==> src/design/ftws_div.sv <==
module ftws_div #(
    parameter int unsigned DW = 29,
    parameter int unsigned VW = 9
) (
    input  logic          i_clk,
    input  logic          i_rst_n,
    input  logic          i_start,
    input  logic [DW-1:0] i_dividend,
    input  logic [VW-1:0] i_divisor,
    output logic          o_done,
    output logic [DW-1:0] o_quot
);

    localparam int unsigned CW = $clog2(DW + 1);

    logic          r_busy;
    logic          r_done;
    logic [CW-1:0] r_cnt;
    logic [DW-1:0] r_num;
    logic [VW:0]   r_rem;
    logic [VW-1:0] r_div;
    logic [VW:0]   w_trial;
    logic          w_fits;

    // One quotient bit per cycle, restoring
    assign w_trial = {r_rem[VW-1:0], r_num[DW-1]};
    assign w_fits  = (w_trial >= {1'b0, r_div});

    always_ff @(posedge i_clk) begin
        if (!i_rst_n) begin
            r_busy <= 1'b0;
            r_done <= 1'b0;
            r_cnt  <= '0;
        end else begin
            r_done <= 1'b0;
            if (i_start) begin
                r_busy <= 1'b1;
                r_cnt  <= CW'(DW);
            end else if (r_busy) begin
                r_cnt <= r_cnt - 1'b1;
                if (r_cnt == CW'(1)) begin
                    r_busy <= 1'b0;
                    r_done <= 1'b1;
                end
            end
        end
    end

    always_ff @(posedge i_clk) begin
        if (i_start) begin
            r_num <= i_dividend;
            r_rem <= '0;
            r_div <= i_divisor;
        end else if (r_busy) begin
            r_num <= {r_num[DW-2:0], w_fits};
            r_rem <= w_fits ? (w_trial - {1'b0, r_div}) : w_trial;
        end
    end

    assign o_done = r_done;
    assign o_quot = r_num;

endmodule

==> config.mk <==
export PLATFORM = sky130hd
export DESIGN_NAME = ftws_div
export DESIGN_NICKNAME = d
export VERILOG_FILES = /design/src/design/ftws_div.sv
export SDC_FILE = /design/constraint.sdc
export NUM_CORES = 1
export LEC_CHECK = 0
export ABC_AREA = 1
export BUFFER_PORTS_ARGS = -buffer_cell sky130_fd_sc_hd__buf_2
export CAP_MARGIN = 20
export CORE_MARGIN = 1
export CORE_UTILIZATION = 57
export CTS_CLUSTER_SIZE = 20
export DETAILED_ROUTE_END_ITERATION = 7
export PLACE_DENSITY = 0.94
export SLEW_MARGIN = 20
export SYNTH_ARGS = -nofsm -noshare
export SYNTH_HDL_FRONTEND = slang
export SYNTH_SLANG_ARGS = --single-unit
export TNS_END_PERCENT = 5
==> constraint.sdc <==
create_clock -name i_clk -period 5 [get_ports i_clk]
set_input_delay 1.5 -clock i_clk [delete_from_list [all_inputs] [get_ports i_clk]]
set_output_delay 1.5 -clock i_clk [all_outputs]
set_load 0.05 [all_outputs]
Word-level counts from Yosys, hierarchy flattened
Index checks and enable logic that the tools add are counted.
Word-level totals
  output and inout bits: 30
  word-level logic and storage cells: 25
  register bits: 54
Operators by class
  equal/unequal tests: 1
  reduce and logical (&&, ||, !) cells: 3
  add/subtract/negate cells: 2
  mux-type cells: 9
  bitwise logic cells: 2
  $lt $le $gt $ge: 1
Operators by type and width (number)
  2-to-1 mux 29 bit: 2
  >= comparator 10 x 9 -> 1 bit: 1
  2-to-1 mux 5 bit: 2
  2-to-1 mux 9 bit: 1
  subtractor 9 bit: 1
  == test 5 x 1 -> 1 bit (second input constant): 1
  subtractor 5 x 1 -> 5 bit (second input constant): 1
  2-to-1 mux 1 bit: 4
  OR reduction 3 bit: 1
  inverter 1 bit: 2
  nonzero test 2 bit: 1
  OR reduction 2 bit: 1

Longest topological paths before layout
  depth in word-level cells: 4
  gate-level depth with buffers: 13
  gate-level depth less buffers: 13

Worst setup path before layout
No wires, ideal clock.
  kind: input -> register
  start point: input port i_start
  end point: register r_num[0] (netlist: o_quot[0]) (enable)
  path buffers: 1
  library setup time: 0.384 ns
  setup slack: 2.285 ns
  arrival: 2.331 ns
  stages: 3
  path through: buf_2 nor2_2 inv_1
Between the ends
  word-level cells in the longest chain between the ends: 1
RTL lines
  start: declaration: line 7  | input logic i_start,
  nonzero test 2 bit (no line)
  end signal: assignment: line 51  | r_num <= i_dividend;
  end signal: assignment: line 55  | r_num <= {r_num[DW-2:0], w_fits};
  end: declaration: line 19  | logic [DW-1:0] r_num;
Every way passes these cells.
A chain may end at the register's enable or synchronous reset.

Final worst setup path
  start point: input port i_start
  end point: register r_num[17] (netlist: o_quot[17]) (enable)
Same word-level chain as after synthesis.

==> flow_metrics.py <==
metrics = {
    "global_routing": {
        "grt_util_met2_pct": 43.72,
        "first_global_vias": 2304,
        "grt_overflow": 0,
        "grt_max_degree": 43,
        "busiest_layer": "met2",
        "antenna_found_initial": 0,
        "use_met1_pct": 31.68,
        "met3_usage_pct": 6.389,
        "grtUsageTotal_pct": 26.01,
        "grt_first_pass_wirelength_mm": 10.34,
    },
    "critical_path": {
        "reg2reg_slack_ns": 2.70,
        "startpoint_type": "primary input",
        "worst_setup_path_end_kind": "flop",
        "path_max_fanout": 42,
        "cp_data_required_time_ns": 4.75,
        "crit_arrival_ns": 3.19,
        "worstSetupPathType": "primary input to flop",
    },
    "clock_network": {
        "clockBufferDepth": 2,
        "cts_setup_buffers": 0,
        "cts_root_buffer": "clkbuf_8",
        "cts_tree": "built",
        "clk-insertion-delay-late_ns": 0.31,
        "clock_sinks": 54,
        "cts-resized-gates": 0,
        "cts.clk_slew.worst_paths_ns": 0.09,
        "hold_buffers": 0,
        "cts_htree_levels": 2,
        "numCtsBuffers": 5,
    },
    "drt": {
        "drc": 0,
        "drtPass1Iterations": 4,
        "drt_wl_total_mm": 6.269,
        "postRouteAntennaNets": 0,
        "drtIter0Drc": 148,
        "vias": 2483,
        "vias_per_cell": 5.205,
        "wire_per_inst_um": 13.14,
    },
    "synth": {
        "synth_cell_types": 29,
        "synth_area_per_cell_um2": 8.322,
        "ys_ff_latch": 54,
        "yosys_warnings": 0,
        "synth_enable_flop_cells": 38,
        "syn_inst": 341,
        "synth.yosys.seq_area_share_pct": 51.50,
        "synth_area_mm2": 0.002838,
        "syn_nets": 394,
        "ys.flop_type": "edfxtp_1",
        "ys_async_sr_fraction_pct": 0,
    },
    "power": {
        "p_per_area_mw_per_mm2": 313.0,
        "p_leak_uw": 0.001767,
        "peakVddDrop_mv": 0.2305,
    },
    "floorplan": {
        "core-area_mm2": 0.004755,
        "start_util_pct": 59.68,
        "fp.dieW_um": 72.56,
        "die_area_mm2": 0.005265,
        "die_h_um": 72.56,
        "std_cell_rows": 25,
        "ios": 71,
    },
    "placed_design": {
        "dp_hpwl_mm": 4.644,
        "gp_congestion": 0.9255,
        "dp.cells": 469,
        "io_buffer_count": 70,
    },
    "sta": {
        "fmax_ghz": 0.2908,
        "max_slew.worst_pin.slew_ns": 1.025,
        "setup_viol": 0,
        "period_share_pct": 68.78,
        "period_minus_slack_ns": 3.439,
        "relSlewSlack_pct": 31.21,
        "clock_skew_ns": 0.004333,
        "rsz0062_at_grt": "no",
        "tns_ns": 0,
        "finalHoldViolations": 0,
        "drv_slew": 0,
    },
    "status": {
        "status": "complete, no violations",
    },
    "layout": {
        "fin_nets": 462,
        "fin_cells": 477,
        "areaGrowthSynthToFinish_pct": 16.49,
        "diodes": 0,
        "layout-drive-gt1-share_pct": 24.63,
    },
    "job": {
        "cap_violations": 0,
    },
    "hold_path": {
        "hold_path.class": "flop to flop",
    },
}
==> state kept, by name, indices dropped and copies added, names as in the netlist <==
signal,count
r_busy,1
r_div,9
r_cnt,5
r_rem,9
o_done,1
o_quot,29
==> stage by stage <==
stage	instance area (um2)	hold slack (ns)	util (%)	setup slack [ns]	power, uW
3_5_place_dp	3224	0.4669	67.82	1.581	803.2
5_1_grt	3306	0.5156	69.53	1.400	1077
3_3_place_gp	3224	0.4630	67.82	1.673	793.6
4_1_cts	3306	0.4905	69.53	1.921	1033
6_report	3306	0.4940	69.53	1.561	1035
2_1_floorplan	2838	0.4391	-	2.285	735.9
==> layer usage <==
metal  up-vias  part of all wire [%]
met4         0                   2.9
met2       128                    49
met3        19                   8.2
met5         -                     0
li1       1208                     -
met1      1128                    40
==> worst max-delay path, cell delays in order <==
cell	delay (ns)
buf_2	0.09
buf_4	0.26
nor2_2	0.39
clkinv_1	0.92
==> cells in the mapped netlist (2+ instances only) <==
library cell / count / area [um2]
nand2_1: 150 / 563.0
inv_1: 40 / 150.1
edfxtp_1: 38 / 1141
nand3_1: 19 / 95.09
dfxtp_1: 16 / 320.3
ha_1: 11 / 137.6
nor2_1: 10 / 37.54
nand3_2: 9 / 90.09
clkbuf_1: 6 / 22.52
a21oi_1: 5 / 25.02
nor2_2: 5 / 31.28
o21ai_0: 5 / 25.02
nand2_2: 4 / 25.02
xnor2_1: 3 / 26.28
a31oi_1: 2 / 12.51
buf_2: 2 / 10.01
buf_6: 2 / 22.52
clkinv_1: 2 / 7.510
inv_2: 2 / 7.510
==> report_power, final <==
group | internal [uW] | switching, uW
sequential | 524 | 23.7
combinational | 67.4 | 181
clock | 96.8 | 142
total | 688 | 346
==> worst paths after layout <==
kind | start | to | depth (start not counted)
setup / recovery | i_start | o_quot[17] | 4
hold / removal | r_cnt[4] | r_cnt[4] | 2
setup reg to reg | r_busy | o_quot[17] | 2
hold reg to reg | r_cnt[4] | r_cnt[4] | 2
==> logic make-up (layout without fill, tap and decap cells) <==
group           count (synthesis)  count (layout)  share of synthesized area, %
compound gates                 15              15                         3.042
xor+xnor                        3               3                        0.9261
fa+ha+maj                      12              12                         5.556
buf+inv                        55             124                         8.025
flops                          54              54                         51.50
simple gates                  202             202                         30.95
==> final cells by class <==
class,instances,area [um2]
multi-input combinational,232,1149
timing repair buffer,72,365.4
fill,356,1449
clock buffer,6,72.57
inverter,44,165.2
tap,67,83.83
sequential,54,1461
clock inverter,2,8.758
==> layout by cell type, fill, tap and decap left out, types with 2 or more instances in the layout <==
master | Yosys | layout
nor2_2 | 5 | 5
nand3_2 | 9 | 9
buf_2 | 2 | 70
a21oi_1 | 5 | 5
nor2_1 | 10 | 10
nand3_1 | 19 | 19
ha_1 | 11 | 11
inv_1 | 40 | 39
o21ai_0 | 5 | 5
inv_2 | 2 | 2
dfxtp_1 | 16 | 16
clkinv_1 | 2 | 4
xnor2_1 | 3 | 3
clkbuf_8 | 0 | 5
edfxtp_1 | 38 | 38
nand2_2 | 4 | 4
nand2_1 | 150 | 150
a31oi_1 | 2 | 2
buf_4 | 1 | 2
Power figures use the tool's default switching activity.
